### src/hw/rtl/thae_pkg.sv
// ----------------------------------------------------------------------------
// thae_pkg
// Shared types, widths and constants of the tilt/heading attitude estimator.
// ----------------------------------------------------------------------------
package thae_pkg;

  // Angle and datapath widths
  localparam int AngleW      = 16;
  localparam int CordicW     = 38;
  localparam int CordicSteps = 16;
  localparam int IterW       = $clog2(CordicSteps);
  localparam int ZW          = AngleW + 2;
  localparam int TrigW       = 18;
  localparam int SqrtW       = 48;
  localparam int DivW        = 26;
  localparam int RemW        = 12;
  localparam int StepCntW    = 5;
  localparam int CountW      = 11;
  localparam int SumW        = 26;
  localparam int TrigSumW    = 27;
  localparam int ProdW       = 33;
  localparam int CfgDataW    = 16;
  localparam int CfgIdxW     = 2;
  localparam int GainW       = 15;

  localparam int QuarterTurn = 16384;
  localparam int InvGainQ23  = 5094007;
  localparam int MaxWindow   = 1024;
  localparam int SqrtSteps   = 24;

  // Register indexes
  localparam logic [CfgIdxW-1:0] CFG_WINDOW    = 2'd0;
  localparam logic [CfgIdxW-1:0] CFG_TILT_GAIN = 2'd1;
  localparam logic [CfgIdxW-1:0] CFG_HEAD_GAIN = 2'd2;

  typedef enum logic {
    CORDIC_VEC = 1'b0,
    CORDIC_ROT = 1'b1
  } cordic_mode_e;

  typedef enum logic {
    DS_SQRT = 1'b0,
    DS_DIV  = 1'b1
  } ds_mode_e;

  typedef struct packed {
    logic                     command;
    logic signed [15:0]       accel_x;
    logic signed [15:0]       accel_y;
    logic signed [15:0]       accel_z;
    logic signed [15:0]       mag_x;
    logic signed [15:0]       mag_y;
    logic                     sensor_online;
    logic                     calibration_done;
  } thae_in_t;

  typedef struct packed {
    logic signed [15:0]       roll_angle;
    logic signed [15:0]       pitch_angle;
    logic signed [15:0]       heading_angle;
    logic                     status;
    logic                     zero_collecting;
  } thae_out_t;

  typedef struct packed {
    logic                     start;
    cordic_mode_e             mode;
    logic signed [CordicW-1:0] x;
    logic signed [CordicW-1:0] y;
    logic signed [AngleW-1:0] angle;
  } cordic_req_t;

  typedef struct packed {
    logic                     done;
    logic signed [AngleW-1:0] angle;
    logic signed [TrigW-1:0]  sin;
    logic signed [TrigW-1:0]  cos;
  } cordic_rsp_t;

  typedef struct packed {
    logic                     start;
    ds_mode_e                 mode;
    logic [SqrtW-1:0]         radicand;
    logic [DivW-1:0]          dividend;
    logic [CountW-1:0]        divisor;
  } ds_req_t;

  typedef struct packed {
    logic                     done;
    logic [DivW-1:0]          value;
  } ds_rsp_t;

  // Rounded arctangent of 2^-i in binary angle units
  function automatic logic [AngleW-1:0] atan_step(input logic [IterW-1:0] i);
    logic [AngleW-1:0] a;
    unique case (i)
      4'd0:    a = 16'd8192;
      4'd1:    a = 16'd4836;
      4'd2:    a = 16'd2555;
      4'd3:    a = 16'd1297;
      4'd4:    a = 16'd651;
      4'd5:    a = 16'd326;
      4'd6:    a = 16'd163;
      4'd7:    a = 16'd81;
      4'd8:    a = 16'd41;
      4'd9:    a = 16'd20;
      4'd10:   a = 16'd10;
      4'd11:   a = 16'd5;
      4'd12:   a = 16'd3;
      4'd13:   a = 16'd1;
      4'd14:   a = 16'd1;
      default: a = 16'd0;
    endcase
    return a;
  endfunction

  // Sensor count scaled by 256 into the CORDIC width
  function automatic logic signed [CordicW-1:0] scale_sample(input logic signed [15:0] v);
    return {{(CordicW-24){v[15]}}, v, 8'h00};
  endfunction

  // Trig sum scaled by 256 into the CORDIC width
  function automatic logic signed [CordicW-1:0] scale_sum(
    input logic signed [TrigSumW-1:0] v
  );
    return {{(CordicW-TrigSumW-8){v[TrigSumW-1]}}, v, 8'h00};
  endfunction

endpackage

### src/hw/rtl/thae_cordic.sv
// ----------------------------------------------------------------------------
// thae_cordic
// Iterative CORDIC, one micro-rotation per cycle: vectoring gives atan2,
// rotation gives Q15 sine and cosine.
// ----------------------------------------------------------------------------
module thae_cordic
  import thae_pkg::*;
(
  input  logic        clk_i,
  input  logic        rst_ni,
  input  cordic_req_t req_i,
  output cordic_rsp_t rsp_o
);

  logic                      busy_q, busy_d;
  logic                      done_q, done_d;
  logic [IterW-1:0]          iter_q, iter_d;
  cordic_mode_e              mode_q, mode_d;
  logic                      flip_q, flip_d;
  logic                      zero_q, zero_d;
  logic signed [CordicW-1:0] x_q, x_d, y_q, y_d;
  logic signed [ZW-1:0]      z_q, z_d;

  logic signed [CordicW-1:0] dx, dy, x_rnd, y_rnd;
  logic signed [ZW-1:0]      step, quarter;
  logic signed [AngleW-1:0]  ang_flip;
  logic                      dir;
  logic signed [TrigW-1:0]   s_rnd, c_rnd;

  assign quarter  = ZW'(QuarterTurn);
  assign ang_flip = req_i.angle ^ {1'b1, {(AngleW-1){1'b0}}};

  // Start, prerotation and micro-rotation
  always_comb begin
    busy_d = busy_q;
    done_d = 1'b0;
    iter_d = iter_q;
    mode_d = mode_q;
    flip_d = flip_q;
    zero_d = zero_q;
    x_d    = x_q;
    y_d    = y_q;
    z_d    = z_q;
    dx     = y_q >>> iter_q;
    dy     = x_q >>> iter_q;
    step   = $signed({2'b00, atan_step(iter_q)});
    dir    = (mode_q == CORDIC_VEC) ? (y_q > 0) : z_q[ZW-1];
    if (req_i.start) begin
      busy_d = 1'b1;
      iter_d = '0;
      mode_d = req_i.mode;
      if (req_i.mode == CORDIC_VEC) begin
        flip_d = 1'b0;
        zero_d = (req_i.x == 0) && (req_i.y == 0);
        if (req_i.x < 0) begin
          if (req_i.y >= 0) begin
            x_d = req_i.y;
            y_d = -req_i.x;
            z_d = quarter;
          end else begin
            x_d = -req_i.y;
            y_d = req_i.x;
            z_d = -quarter;
          end
        end else begin
          x_d = req_i.x;
          y_d = req_i.y;
          z_d = '0;
        end
      end else begin
        zero_d = 1'b0;
        x_d    = CordicW'(InvGainQ23);
        y_d    = '0;
        if (req_i.angle > AngleW'(QuarterTurn) || req_i.angle < -AngleW'(QuarterTurn)) begin
          flip_d = 1'b1;
          z_d    = ZW'(ang_flip);
        end else begin
          flip_d = 1'b0;
          z_d    = ZW'(req_i.angle);
        end
      end
    end else if (busy_q) begin
      if (dir) begin
        x_d = x_q + dx;
        y_d = y_q - dy;
        z_d = z_q + step;
      end else begin
        x_d = x_q - dx;
        y_d = y_q + dy;
        z_d = z_q - step;
      end
      iter_d = iter_q + 1'b1;
      if (iter_q == IterW'(CordicSteps - 1)) begin
        busy_d = 1'b0;
        done_d = 1'b1;
      end
    end
  end

  always_ff @(posedge clk_i or negedge rst_ni) begin
    if (!rst_ni) begin
      busy_q <= 1'b0;
      done_q <= 1'b0;
    end else begin
      busy_q <= busy_d;
      done_q <= done_d;
    end
  end

  always_ff @(posedge clk_i) begin
    iter_q <= iter_d;
    mode_q <= mode_d;
    flip_q <= flip_d;
    zero_q <= zero_d;
    x_q    <= x_d;
    y_q    <= y_d;
    z_q    <= z_d;
  end

  // Q15 rounding of the rotated vector, half up
  assign x_rnd = (x_q + CordicW'(128)) >>> 8;
  assign y_rnd = (y_q + CordicW'(128)) >>> 8;
  assign c_rnd = x_rnd[TrigW-1:0];
  assign s_rnd = y_rnd[TrigW-1:0];

  assign rsp_o.done  = done_q;
  assign rsp_o.angle = zero_q ? '0 : z_q[AngleW-1:0];
  assign rsp_o.sin   = flip_q ? -s_rnd : s_rnd;
  assign rsp_o.cos   = flip_q ? -c_rnd : c_rnd;

endmodule

### src/hw/rtl/thae_divsqrt.sv
// ----------------------------------------------------------------------------
// thae_divsqrt
// Radix-2 shift/subtract unit: integer square root or unsigned division,
// one result bit per cycle through one shared compare-subtract.
// ----------------------------------------------------------------------------
module thae_divsqrt
  import thae_pkg::*;
(
  input  logic    clk_i,
  input  logic    rst_ni,
  input  ds_req_t req_i,
  output ds_rsp_t rsp_o
);

  logic                busy_q, busy_d;
  logic                done_q, done_d;
  ds_mode_e            mode_q, mode_d;
  logic [StepCntW-1:0] cnt_q, cnt_d;
  logic [SqrtW-1:0]    v_q, v_d, r_q, r_d, bit_q, bit_d;
  logic [CountW-1:0]   div_q, div_d;

  logic [SqrtW-1:0]    sub_a, sub_b, t_sum;
  logic [SqrtW:0]      diff;
  logic                ge;
  logic [RemW-1:0]     rem_sh;
  logic [StepCntW-1:0] last;

  assign t_sum  = r_q + bit_q;
  assign rem_sh = {r_q[RemW-2:0], v_q[DivW-1]};
  assign sub_a  = (mode_q == DS_SQRT) ? v_q : SqrtW'(rem_sh);
  assign sub_b  = (mode_q == DS_SQRT) ? t_sum : SqrtW'(div_q);
  assign diff   = {1'b0, sub_a} - {1'b0, sub_b};
  assign ge     = !diff[SqrtW];
  assign last   = (mode_q == DS_SQRT) ? StepCntW'(SqrtSteps - 1) : StepCntW'(DivW - 1);

  always_comb begin
    busy_d = busy_q;
    done_d = 1'b0;
    mode_d = mode_q;
    cnt_d  = cnt_q;
    v_d    = v_q;
    r_d    = r_q;
    bit_d  = bit_q;
    div_d  = div_q;
    if (req_i.start) begin
      busy_d = 1'b1;
      mode_d = req_i.mode;
      cnt_d  = '0;
      r_d    = '0;
      bit_d  = SqrtW'(1) << (SqrtW - 2);
      div_d  = req_i.divisor;
      v_d    = (req_i.mode == DS_SQRT) ? req_i.radicand : SqrtW'(req_i.dividend);
    end else if (busy_q) begin
      if (mode_q == DS_SQRT) begin
        // one root digit per cycle
        if (ge) begin
          v_d = diff[SqrtW-1:0];
          r_d = (r_q >> 1) + bit_q;
        end else begin
          r_d = r_q >> 1;
        end
        bit_d = bit_q >> 2;
      end else begin
        // restoring division, one quotient bit per cycle
        r_d = ge ? diff[SqrtW-1:0] : SqrtW'(rem_sh);
        v_d = SqrtW'({v_q[DivW-2:0], ge});
      end
      cnt_d = cnt_q + 1'b1;
      if (cnt_q == last) begin
        busy_d = 1'b0;
        done_d = 1'b1;
      end
    end
  end

  always_ff @(posedge clk_i or negedge rst_ni) begin
    if (!rst_ni) begin
      busy_q <= 1'b0;
      done_q <= 1'b0;
    end else begin
      busy_q <= busy_d;
      done_q <= done_d;
    end
  end

  always_ff @(posedge clk_i) begin
    mode_q <= mode_d;
    cnt_q  <= cnt_d;
    v_q    <= v_d;
    r_q    <= r_d;
    bit_q  <= bit_d;
    div_q  <= div_d;
  end

  assign rsp_o.done  = done_q;
  assign rsp_o.value = (mode_q == DS_SQRT) ? r_q[DivW-1:0] : v_q[DivW-1:0];

endmodule

### src/hw/rtl/tilt_heading_attitude_estimator_top.sv
// ----------------------------------------------------------------------------
// tilt_heading_attitude_estimator_top
// Roll, pitch and heading from accelerometer and magnetometer samples, with
// zero-reference capture and first-order smoothing.
// ----------------------------------------------------------------------------
//  Channel | Direction | Handshake               | Payload
//  --------+-----------+-------------------------+-----------------------
//  in      | input     | in_valid_i / in_ready_o   | thae_in_t
//  out     | output    | out_valid_o / out_ready_i | thae_out_t
//  cfg     | input     | cfg_valid_i / cfg_ready_o | cfg_index_i, cfg_data_i
//
//  Per item: rezero or ignored samples go straight to output; tracking runs
//  radix-2 sqrt, three 16-step shared CORDIC passes and the filter; the zero
//  window swaps the filter for a rotation; closing adds two divides, a pass.
//  Reset is asynchronous, active low; configuration takes its defaults.
//  The next input transfer is taken while a result waits in the output
//  register; a stalled output holds the sequencer in its final step.
// ----------------------------------------------------------------------------
module tilt_heading_attitude_estimator_top
  import thae_pkg::*;
(
  input  logic                clk_i,
  input  logic                rst_ni,
  input  logic                in_valid_i,
  output logic                in_ready_o,
  input  thae_in_t            in_data_i,
  output logic                out_valid_o,
  input  logic                out_ready_i,
  output thae_out_t           out_data_o,
  input  logic                cfg_valid_i,
  output logic                cfg_ready_o,
  input  logic [CfgIdxW-1:0]  cfg_index_i,
  input  logic [CfgDataW-1:0] cfg_data_i
);

  localparam int StW = 5;
  localparam logic [StW-1:0] S_IDLE       = 5'd0;
  localparam logic [StW-1:0] S_SQ1        = 5'd1;
  localparam logic [StW-1:0] S_SQ2        = 5'd2;
  localparam logic [StW-1:0] S_SQ3        = 5'd3;
  localparam logic [StW-1:0] S_SQRT_GO    = 5'd4;
  localparam logic [StW-1:0] S_SQRT_WAIT  = 5'd5;
  localparam logic [StW-1:0] S_ROLL_GO    = 5'd6;
  localparam logic [StW-1:0] S_ROLL_WAIT  = 5'd7;
  localparam logic [StW-1:0] S_PITCH_GO   = 5'd8;
  localparam logic [StW-1:0] S_PITCH_WAIT = 5'd9;
  localparam logic [StW-1:0] S_HEAD_GO    = 5'd10;
  localparam logic [StW-1:0] S_HEAD_WAIT  = 5'd11;
  localparam logic [StW-1:0] S_SC_GO      = 5'd12;
  localparam logic [StW-1:0] S_SC_WAIT    = 5'd13;
  localparam logic [StW-1:0] S_MR_GO      = 5'd14;
  localparam logic [StW-1:0] S_MR_WAIT    = 5'd15;
  localparam logic [StW-1:0] S_MP_GO      = 5'd16;
  localparam logic [StW-1:0] S_MP_WAIT    = 5'd17;
  localparam logic [StW-1:0] S_HO_GO      = 5'd18;
  localparam logic [StW-1:0] S_HO_WAIT    = 5'd19;
  localparam logic [StW-1:0] S_F1         = 5'd20;
  localparam logic [StW-1:0] S_F2         = 5'd21;
  localparam logic [StW-1:0] S_F3         = 5'd22;
  localparam logic [StW-1:0] S_F4         = 5'd23;
  localparam logic [StW-1:0] S_DONE       = 5'd24;

  logic [StW-1:0]             state_q, state_d;
  thae_in_t                   in_q, in_d;
  thae_out_t                  out_q, out_d;
  logic                       out_valid_q, out_valid_d;

  logic [CountW-1:0]          win_len_q, win_len_d;
  logic [GainW-1:0]           tilt_gain_q, tilt_gain_d, head_gain_q, head_gain_d;

  logic signed [AngleW-1:0]   fr_q, fr_d, fp_q, fp_d, fh_q, fh_d;
  logic                       win_act_q, win_act_d, zero_rdy_q, zero_rdy_d;
  logic [CountW-1:0]          count_q, count_d;
  logic signed [SumW-1:0]     roll_sum_q, roll_sum_d, pitch_sum_q, pitch_sum_d;
  logic signed [TrigSumW-1:0] sin_sum_q, sin_sum_d, cos_sum_q, cos_sum_d;
  logic signed [AngleW-1:0]   roll_off_q, roll_off_d, pitch_off_q, pitch_off_d;
  logic signed [AngleW-1:0]   head_off_q, head_off_d;

  // scratch of the current sample
  logic signed [ProdW-1:0]    p_q, p_d;
  logic [31:0]                acc_q, acc_d;
  logic [SqrtSteps-1:0]       sqrt_q, sqrt_d;
  logic signed [AngleW-1:0]   roll_q, roll_d, pitch_q, pitch_d, head_q, head_d;

  cordic_req_t                c_req;
  cordic_rsp_t                c_rsp;
  ds_req_t                    d_req;
  ds_rsp_t                    d_rsp;

  logic signed [16:0]         mul_a;
  logic signed [15:0]         mul_b;
  logic signed [ProdW-1:0]    p_rnd;
  logic signed [AngleW-1:0]   inc;
  logic signed [AngleW-1:0]   cr, cp, ch, dh;
  logic signed [16:0]         diff_r, diff_p;
  logic [CountW-1:0]          len, cnt_new;
  logic                       start_win;
  logic signed [SumW-1:0]     mean_sum;
  logic [SumW-1:0]            mean_mag;
  logic [AngleW-1:0]          q16;

  thae_cordic u_cordic (
    .clk_i  (clk_i),
    .rst_ni (rst_ni),
    .req_i  (c_req),
    .rsp_o  (c_rsp)
  );

  thae_divsqrt u_divsqrt (
    .clk_i  (clk_i),
    .rst_ni (rst_ni),
    .req_i  (d_req),
    .rsp_o  (d_rsp)
  );

  assign in_ready_o  = (state_q == S_IDLE);
  assign cfg_ready_o = 1'b1;
  assign out_valid_o = out_valid_q;
  assign out_data_o  = out_q;

  // Offset correction and filter differences
  assign cr     = roll_q - roll_off_q;
  assign cp     = pitch_q - pitch_off_q;
  assign ch     = head_q - head_off_q;
  assign dh     = ch - fh_q;
  assign diff_r = {cr[AngleW-1], cr} - {fr_q[AngleW-1], fr_q};
  assign diff_p = {cp[AngleW-1], cp} - {fp_q[AngleW-1], fp_q};
  assign p_rnd  = p_q + ProdW'(16384);
  assign inc    = p_rnd[30:15];

  // Window bookkeeping
  assign len       = (win_len_q == '0) ? CountW'(1) :
                     (win_len_q > CountW'(MaxWindow)) ? CountW'(MaxWindow) : win_len_q;
  assign start_win = !zero_rdy_q && !win_act_q;
  assign cnt_new   = (start_win ? '0 : count_q) + 1'b1;
  assign mean_sum  = (state_q == S_MP_GO || state_q == S_MP_WAIT) ? pitch_sum_q : roll_sum_q;
  assign mean_mag  = (mean_sum[SumW-1] ? -mean_sum : mean_sum) + SumW'(count_q >> 1);
  assign q16       = mean_sum[SumW-1] ? -d_rsp.value[AngleW-1:0] : d_rsp.value[AngleW-1:0];

  // Shared multiplier operand select
  always_comb begin
    mul_a = '0;
    mul_b = '0;
    unique case (state_q)
      S_SQ1: begin
        mul_a = {in_q.accel_y[15], in_q.accel_y};
        mul_b = in_q.accel_y;
      end
      S_SQ2: begin
        mul_a = {in_q.accel_z[15], in_q.accel_z};
        mul_b = in_q.accel_z;
      end
      S_F1: begin
        mul_a = diff_r;
        mul_b = {1'b0, tilt_gain_q};
      end
      S_F2: begin
        mul_a = diff_p;
        mul_b = {1'b0, tilt_gain_q};
      end
      S_F3: begin
        mul_a = {dh[AngleW-1], dh};
        mul_b = {1'b0, head_gain_q};
      end
      default: begin
        mul_a = '0;
        mul_b = '0;
      end
    endcase
    p_d = mul_a * mul_b;
  end

  // Requests to the shared units
  always_comb begin
    c_req       = '0;
    c_req.mode  = CORDIC_VEC;
    d_req       = '0;
    d_req.mode  = DS_DIV;
    unique case (state_q)
      S_SQRT_GO: begin
        d_req.start    = 1'b1;
        d_req.mode     = DS_SQRT;
        d_req.radicand = {acc_q, 16'h0000};
      end
      S_ROLL_GO: begin
        c_req.start = 1'b1;
        c_req.x     = scale_sample(in_q.accel_z);
        c_req.y     = scale_sample(in_q.accel_y);
      end
      S_PITCH_GO: begin
        c_req.start = 1'b1;
        c_req.x     = CordicW'(sqrt_q);
        c_req.y     = -scale_sample(in_q.accel_x);
      end
      S_HEAD_GO: begin
        c_req.start = 1'b1;
        c_req.x     = scale_sample(in_q.mag_x);
        c_req.y     = scale_sample(in_q.mag_y);
      end
      S_SC_GO: begin
        c_req.start = 1'b1;
        c_req.mode  = CORDIC_ROT;
        c_req.angle = head_q;
      end
      S_MR_GO, S_MP_GO: begin
        d_req.start    = 1'b1;
        d_req.dividend = mean_mag;
        d_req.divisor  = count_q;
      end
      S_HO_GO: begin
        c_req.start = 1'b1;
        c_req.x     = scale_sum(cos_sum_q);
        c_req.y     = scale_sum(sin_sum_q);
      end
      default: begin
        c_req.start = 1'b0;
        d_req.start = 1'b0;
      end
    endcase
  end

  // Sequencer and state update
  always_comb begin
    state_d     = state_q;
    in_d        = in_q;
    out_d       = out_q;
    out_valid_d = out_valid_q && !out_ready_i;
    win_len_d   = win_len_q;
    tilt_gain_d = tilt_gain_q;
    head_gain_d = head_gain_q;
    fr_d        = fr_q;
    fp_d        = fp_q;
    fh_d        = fh_q;
    win_act_d   = win_act_q;
    zero_rdy_d  = zero_rdy_q;
    count_d     = count_q;
    roll_sum_d  = roll_sum_q;
    pitch_sum_d = pitch_sum_q;
    sin_sum_d   = sin_sum_q;
    cos_sum_d   = cos_sum_q;
    roll_off_d  = roll_off_q;
    pitch_off_d = pitch_off_q;
    head_off_d  = head_off_q;
    acc_d       = acc_q;
    sqrt_d      = sqrt_q;
    roll_d      = roll_q;
    pitch_d     = pitch_q;
    head_d      = head_q;

    // register writes
    if (cfg_valid_i) begin
      unique case (cfg_index_i)
        CFG_WINDOW:    win_len_d   = cfg_data_i[CountW-1:0];
        CFG_TILT_GAIN: tilt_gain_d = cfg_data_i[GainW-1:0];
        CFG_HEAD_GAIN: head_gain_d = cfg_data_i[GainW-1:0];
        default:       win_len_d   = win_len_q;
      endcase
    end

    unique case (state_q)
      S_IDLE: begin
        if (in_valid_i) begin
          in_d = in_data_i;
          if (in_data_i.command) begin
            // rezero clears offsets, sums and outputs
            fr_d        = '0;
            fp_d        = '0;
            fh_d        = '0;
            win_act_d   = 1'b0;
            zero_rdy_d  = 1'b0;
            count_d     = '0;
            roll_sum_d  = '0;
            pitch_sum_d = '0;
            sin_sum_d   = '0;
            cos_sum_d   = '0;
            roll_off_d  = '0;
            pitch_off_d = '0;
            head_off_d  = '0;
            state_d     = S_DONE;
          end else if (in_data_i.sensor_online && in_data_i.calibration_done) begin
            state_d = S_SQ1;
          end else begin
            state_d = S_DONE;
          end
        end
      end
      S_SQ1: state_d = S_SQ2;
      S_SQ2: begin
        acc_d   = p_q[31:0];
        state_d = S_SQ3;
      end
      S_SQ3: begin
        acc_d   = acc_q + p_q[31:0];
        state_d = S_SQRT_GO;
      end
      S_SQRT_GO: state_d = S_SQRT_WAIT;
      S_SQRT_WAIT: begin
        if (d_rsp.done) begin
          sqrt_d  = d_rsp.value[SqrtSteps-1:0];
          state_d = S_ROLL_GO;
        end
      end
      S_ROLL_GO: state_d = S_ROLL_WAIT;
      S_ROLL_WAIT: begin
        if (c_rsp.done) begin
          roll_d  = c_rsp.angle;
          state_d = S_PITCH_GO;
        end
      end
      S_PITCH_GO: state_d = S_PITCH_WAIT;
      S_PITCH_WAIT: begin
        if (c_rsp.done) begin
          pitch_d = c_rsp.angle;
          state_d = S_HEAD_GO;
        end
      end
      S_HEAD_GO: state_d = S_HEAD_WAIT;
      S_HEAD_WAIT: begin
        if (c_rsp.done) begin
          head_d  = c_rsp.angle;
          state_d = (win_act_q || !zero_rdy_q) ? S_SC_GO : S_F1;
        end
      end
      S_SC_GO: state_d = S_SC_WAIT;
      S_SC_WAIT: begin
        // accumulate into the zero window, opening it if needed
        if (c_rsp.done) begin
          roll_sum_d  = (start_win ? '0 : roll_sum_q) + SumW'(roll_q);
          pitch_sum_d = (start_win ? '0 : pitch_sum_q) + SumW'(pitch_q);
          sin_sum_d   = (start_win ? '0 : sin_sum_q) + TrigSumW'(c_rsp.sin);
          cos_sum_d   = (start_win ? '0 : cos_sum_q) + TrigSumW'(c_rsp.cos);
          count_d     = cnt_new;
          win_act_d   = 1'b1;
          state_d     = (cnt_new >= len) ? S_MR_GO : S_DONE;
        end
      end
      S_MR_GO: state_d = S_MR_WAIT;
      S_MR_WAIT: begin
        if (d_rsp.done) begin
          roll_off_d = q16;
          state_d    = S_MP_GO;
        end
      end
      S_MP_GO: state_d = S_MP_WAIT;
      S_MP_WAIT: begin
        if (d_rsp.done) begin
          pitch_off_d = q16;
          state_d     = S_HO_GO;
        end
      end
      S_HO_GO: state_d = S_HO_WAIT;
      S_HO_WAIT: begin
        // circular mean closes the window
        if (c_rsp.done) begin
          head_off_d = c_rsp.angle;
          win_act_d  = 1'b0;
          zero_rdy_d = 1'b1;
          fr_d       = '0;
          fp_d       = '0;
          fh_d       = '0;
          state_d    = S_DONE;
        end
      end
      S_F1: state_d = S_F2;
      S_F2: begin
        fr_d    = fr_q + inc;
        state_d = S_F3;
      end
      S_F3: begin
        fp_d    = fp_q + inc;
        state_d = S_F4;
      end
      S_F4: begin
        fh_d    = fh_q + inc;
        state_d = S_DONE;
      end
      S_DONE: begin
        if (!out_valid_d) begin
          out_d.roll_angle      = fr_q;
          out_d.pitch_angle     = fp_q;
          out_d.heading_angle   = fh_q;
          out_d.status          = zero_rdy_q;
          out_d.zero_collecting = win_act_q;
          out_valid_d           = 1'b1;
          state_d               = S_IDLE;
        end
      end
      default: state_d = S_IDLE;
    endcase
  end

  always_ff @(posedge clk_i or negedge rst_ni) begin
    if (!rst_ni) begin
      state_q     <= S_IDLE;
      out_valid_q <= 1'b0;
      win_len_q   <= CountW'(64);
      tilt_gain_q <= GainW'(3277);
      head_gain_q <= GainW'(1638);
      fr_q        <= '0;
      fp_q        <= '0;
      fh_q        <= '0;
      win_act_q   <= 1'b0;
      zero_rdy_q  <= 1'b0;
      count_q     <= '0;
      roll_sum_q  <= '0;
      pitch_sum_q <= '0;
      sin_sum_q   <= '0;
      cos_sum_q   <= '0;
      roll_off_q  <= '0;
      pitch_off_q <= '0;
      head_off_q  <= '0;
    end else begin
      state_q     <= state_d;
      out_valid_q <= out_valid_d;
      win_len_q   <= win_len_d;
      tilt_gain_q <= tilt_gain_d;
      head_gain_q <= head_gain_d;
      fr_q        <= fr_d;
      fp_q        <= fp_d;
      fh_q        <= fh_d;
      win_act_q   <= win_act_d;
      zero_rdy_q  <= zero_rdy_d;
      count_q     <= count_d;
      roll_sum_q  <= roll_sum_d;
      pitch_sum_q <= pitch_sum_d;
      sin_sum_q   <= sin_sum_d;
      cos_sum_q   <= cos_sum_d;
      roll_off_q  <= roll_off_d;
      pitch_off_q <= pitch_off_d;
      head_off_q  <= head_off_d;
    end
  end

  // payload and scratch
  always_ff @(posedge clk_i) begin
    in_q    <= in_d;
    out_q   <= out_d;
    p_q     <= p_d;
    acc_q   <= acc_d;
    sqrt_q  <= sqrt_d;
    roll_q  <= roll_d;
    pitch_q <= pitch_d;
    head_q  <= head_d;
  end

endmodule
### config.mk
export PLATFORM = sky130hd
export DESIGN_NAME = tilt_heading_attitude_estimator_top
export DESIGN_NICKNAME = d
export VERILOG_FILES = /design/src/hw/rtl/thae_pkg.sv /design/src/hw/rtl/thae_cordic.sv /design/src/hw/rtl/thae_divsqrt.sv /design/src/hw/rtl/tilt_heading_attitude_estimator_top.sv
export SDC_FILE = /design/constraint.sdc
export NUM_CORES = 2
export LEC_CHECK = 0
export BUFFER_PORTS_ARGS = -buffer_cell sky130_fd_sc_hd__buf_2
export CAP_MARGIN = 20
export CORE_UTILIZATION = 58
export DETAILED_ROUTE_END_ITERATION = 8
export GPL_TIMING_DRIVEN = 0
export MAX_ROUTING_LAYER = met4
export PLACE_DENSITY = 0.88
export SLEW_MARGIN = 15
export SYNTH_ARGS = -nofsm -noshare
export SYNTH_HDL_FRONTEND = slang
export SYNTH_SLANG_ARGS = --single-unit
### constraint.sdc
create_clock -name clk_i -period 9.16 [get_ports clk_i]
set_input_delay 0 -clock clk_i [delete_from_list [all_inputs] [get_ports clk_i]]
set_output_delay 0 -clock clk_i [all_outputs]
set_load 0.05 [all_outputs]
==> impl_results.md <==
- Vias per cell: 6.76
- Vias in the first global route: 70000
- Worst-margin pin slew: 1.39 ns
- Final Worst Setup Slack: -0.486 ns
- Initial antenna violation count: 23
- Max-slew violations: 0
- Post-route minimum period: a little under 10 ns
- Synth cell types: 109
- Antenna Violating Nets Remaining: 0
- Post-synth top cells: 890 x nand2_1, 646 x nor2_1, 612 x inv_1
- Gr usage total: 47.8%
- DRT Wirelength: 316 mm
- Std-Cell Rows: 132
- Synth top area share: 15.5%
- Synthesized instance count: 8628
- Fraction of registers with async set/reset: approximately 34%
- Clock sink count: 784
- Sequential area share after synthesis: 27.6%
- Max Root-Sink Buffers: 3
- Post-Syn Area: around 0.076 mm^2
- Nets: 10100
- CP top delay family: adder cells
- Hold Fails Final Rpt: 0
- Min Hold Slack: 0.0475 ns
- Die X-Extent: 364 um
- Die height: 364 um
- Initial Util: 58.5%
- RSZ-0062 raised after global routing: true
- Iter 0 DRT Violations: 10900
- Worst Path Buf+Inv: 8
- Crit start category: flip-flop
- First-pass GRT wire length: 456 mm
- Clock Skews: a little under 0.04 ns
- Max incr delay on CP: 0.56 ns
- CP Max Fanout: 8
- Cells after DPL: 10600
- Peak VDD IR: 0.169 mV
- CTS tree: built
- P&R area growth vs syn: 13.4%
- Syn. warnings: 0
- Port-buffer cells: 156
- Number of max-cap violations: 0
- Clock latency on the worst-skew pair: 0.74 ns
- Post-Syn Nets: 9601
- Fillers: between 10000 and 15000
- Post-synth EDFFs: 391
- GP Congestion: around 1.1
- Max Fclk: just over 0.1 GHz
- Most used DFF post-synth: edfxtp_1
- Ports: 159
- Leak: between 30 and 40 nW
- Detailed Routing Iterations Pass 1: 9
- Max_slew headroom: under 10%
- Clk pin slew, worst setup/hold paths: 0.06 ns
- Largest area contributor in the netlist: edfxtp_1
- Overall Power: ~8.0 mW
- Power Density: about 93 mW/mm^2
- Crit path capture type: flip-flop
- Worst hold path class: input pin to flip-flop
- WS Path Type: flip-flop to flip-flop
- Core Area: ~0.13 mm^2
- Slowest CP cell: a2111o_1
- Critical Path RT: ~10 ns
- Hpwl dp: 245 mm
- Final Non-Filler Cells: between 10000 and 15000
- H-tree depth reported by CTS: 3
- Total grt overflow: 0
- Total CTS buffers: 91
- Outcome: finished, violations left
- Ratio of final minimum period to clock period: 105%
- Die Area: 0.132 mm^2
- Wire per inst: 28.7 um
- Flops & latches, synth: 784
- Drt drc: 15
- Failing checks: design-rule violations, negative setup slack
- Avg Cell Area, Syn: 8.80 um^2
- Largest net degree at the start of global routing: 100
- Root Driver: clkbuf_16
- Crit path DAT: 10.27 ns
- Most common cell in the netlist: nand2_1
- Synth area leaders: edfxtp_1 15%, ha_1 9.4%, dfrtp_1 8.3%, fa_1 7.8%, xnor2_1 5.3%
- Fraction of layout cells with a size suffix above 1: 10.3%
- Count of final setup violators: 10
- Via count: approximately 74000
-- logic make-up after synthesis --
kind of cell             synth area share [%]
AND/OR/NAND/NOR                          17.4
AO/OA/AOI/OAI                            18.1
buffers and inverters                    5.07
adder cells (fa/ha/maj)                  17.2
flip-flops                               27.6
XOR/XNOR                                 8.85
multiplexers                             5.79
other                                 0.00989
-- state kept, by name, summed over array words and instances, names as in the netlist, 18 cells and up --
register,count
pitch_sum_q,26
p_q,32
acc_q,32
u_divsqrt.r_q,48
u_cordic.x_q,38
roll_sum_q,26
sin_sum_q,27
u_cordic.y_q,38
in_q,80
u_cordic.z_q,18
out_data_o,50
cos_sum_q,27
u_divsqrt.v_q,48
sqrt_q,24
u_divsqrt.bit_q,24
-- worst paths after layout --
| path | start | endpoint | slack [ns] | cells past startpoint |
|---|---|---|---|---|
| hold reg to reg | u_divsqrt.bit_q[0] | u_divsqrt.bit_q[0] | 0.50 | 2 |
| min in group asynchronous | rst_ni | u_cordic.busy_q | 0.54 | 4 |
| max in group asynchronous | rst_ni | fr_q[10] | 7.64 | 5 |
| setup / recovery | pitch_off_q[0] | p_q[31] | -0.49 | 43 |
| setup reg to reg | pitch_off_q[0] | p_q[31] | -0.49 | 43 |
| hold / removal | in_data_i[64] | in_q[64] | 0.05 | 2 |
-- worst reg2reg max path, delay by kind of cell (launching register included) --
family	cells	cell delay, ns
AO/OA/AOI/OAI	16	2.60
XOR/XNOR	3	0.56
adder cells (fa/ha/maj)	9	3.74
buffers and inverters	8	0.90
flip-flops	1	0.43
AND/OR/NAND/NOR	7	1.33
-- metal layers --
metal,share of wire [%],vias to the layer above,GRT usage [%],wire (um)
met5,0,-,-,0
met4,5.2,0,20.9,16600
met1,38,35900,63.0,121000
li1,-,31900,-,-
met2,41,5503,65.6,129000
met3,16,1074,17.2,49700
-- repair_timing --
item                                    CTS  global route
pin swaps                                75           113
endpoints found under the setup margin   23            66
endpoints found under the hold margin   396             0
resized for setup                       135           122
buffers inserted                         50            37
hold buffers                            180             0
cloned                                    0             0
-- placed cells by master, fill, tap and decap left out, types with 124 or more instances in the layout --
| cell type | count |
|---|---|
| dfxtp_1 | 127 |
| a21oi_1 | 505 |
| edfxtp_1 | 391 |
| fa_1 | 281 |
| inv_1 | 594 |
| a21o_1 | 130 |
| and2_1 | 159 |
| dfrtp_1 | 250 |
| clkbuf_1 | 294 |
| nand3_1 | 316 |
| nor2_1 | 631 |
| o21ai_0 | 572 |
| buf_2 | 190 |
| nor3_1 | 151 |
| dlygate4sd3_1 | 180 |
| nand2_1 | 886 |
| ha_1 | 554 |
| nor2b_1 | 124 |
| xnor2_1 | 444 |
| xor2_1 | 306 |
-- where the power goes --
group          leakage [nW]  internal [mW]  switching [mW]  total (mW)
clock network          1.56           2.28            1.73        4.00
logic                  28.4          0.115          0.0982       0.213
registers              6.74           3.71          0.0349        3.75
total                  36.7           6.10            1.86        7.96
-- metrics by stage --
step	cell area, um^2	TNS (ns)	util, %	setup WS [ns]
after global routing	86100	-5.76	66.4	-0.771
final	86100	-2.23	66.4	-0.486
after CTS	85300	-1.21	65.8	-0.321
after global placement	78900	-63.93	60.9	-2.25
after detailed placement	79400	-26.89	61.3	-2.38
after floorplan	75900	-0.0761	-	-0.0426
-- area by class of cell --
cell class              instances  area [um^2]  share of cell area [%]
plain buffers                 377         1570                    1.83
repair buffers                453         3670                    4.26
well taps                    1742         2180                    2.53
diodes                         25         62.6                  0.0727
clock inverters                54          637                   0.740
inverters                     616         2320                    2.69
flip-flops and latches        784        21000                    24.3
multi-input cells            6843        52100                    60.6
clock buffers                 116         2550                    2.96
Note: power is estimated with default switching activity, not from simulation.
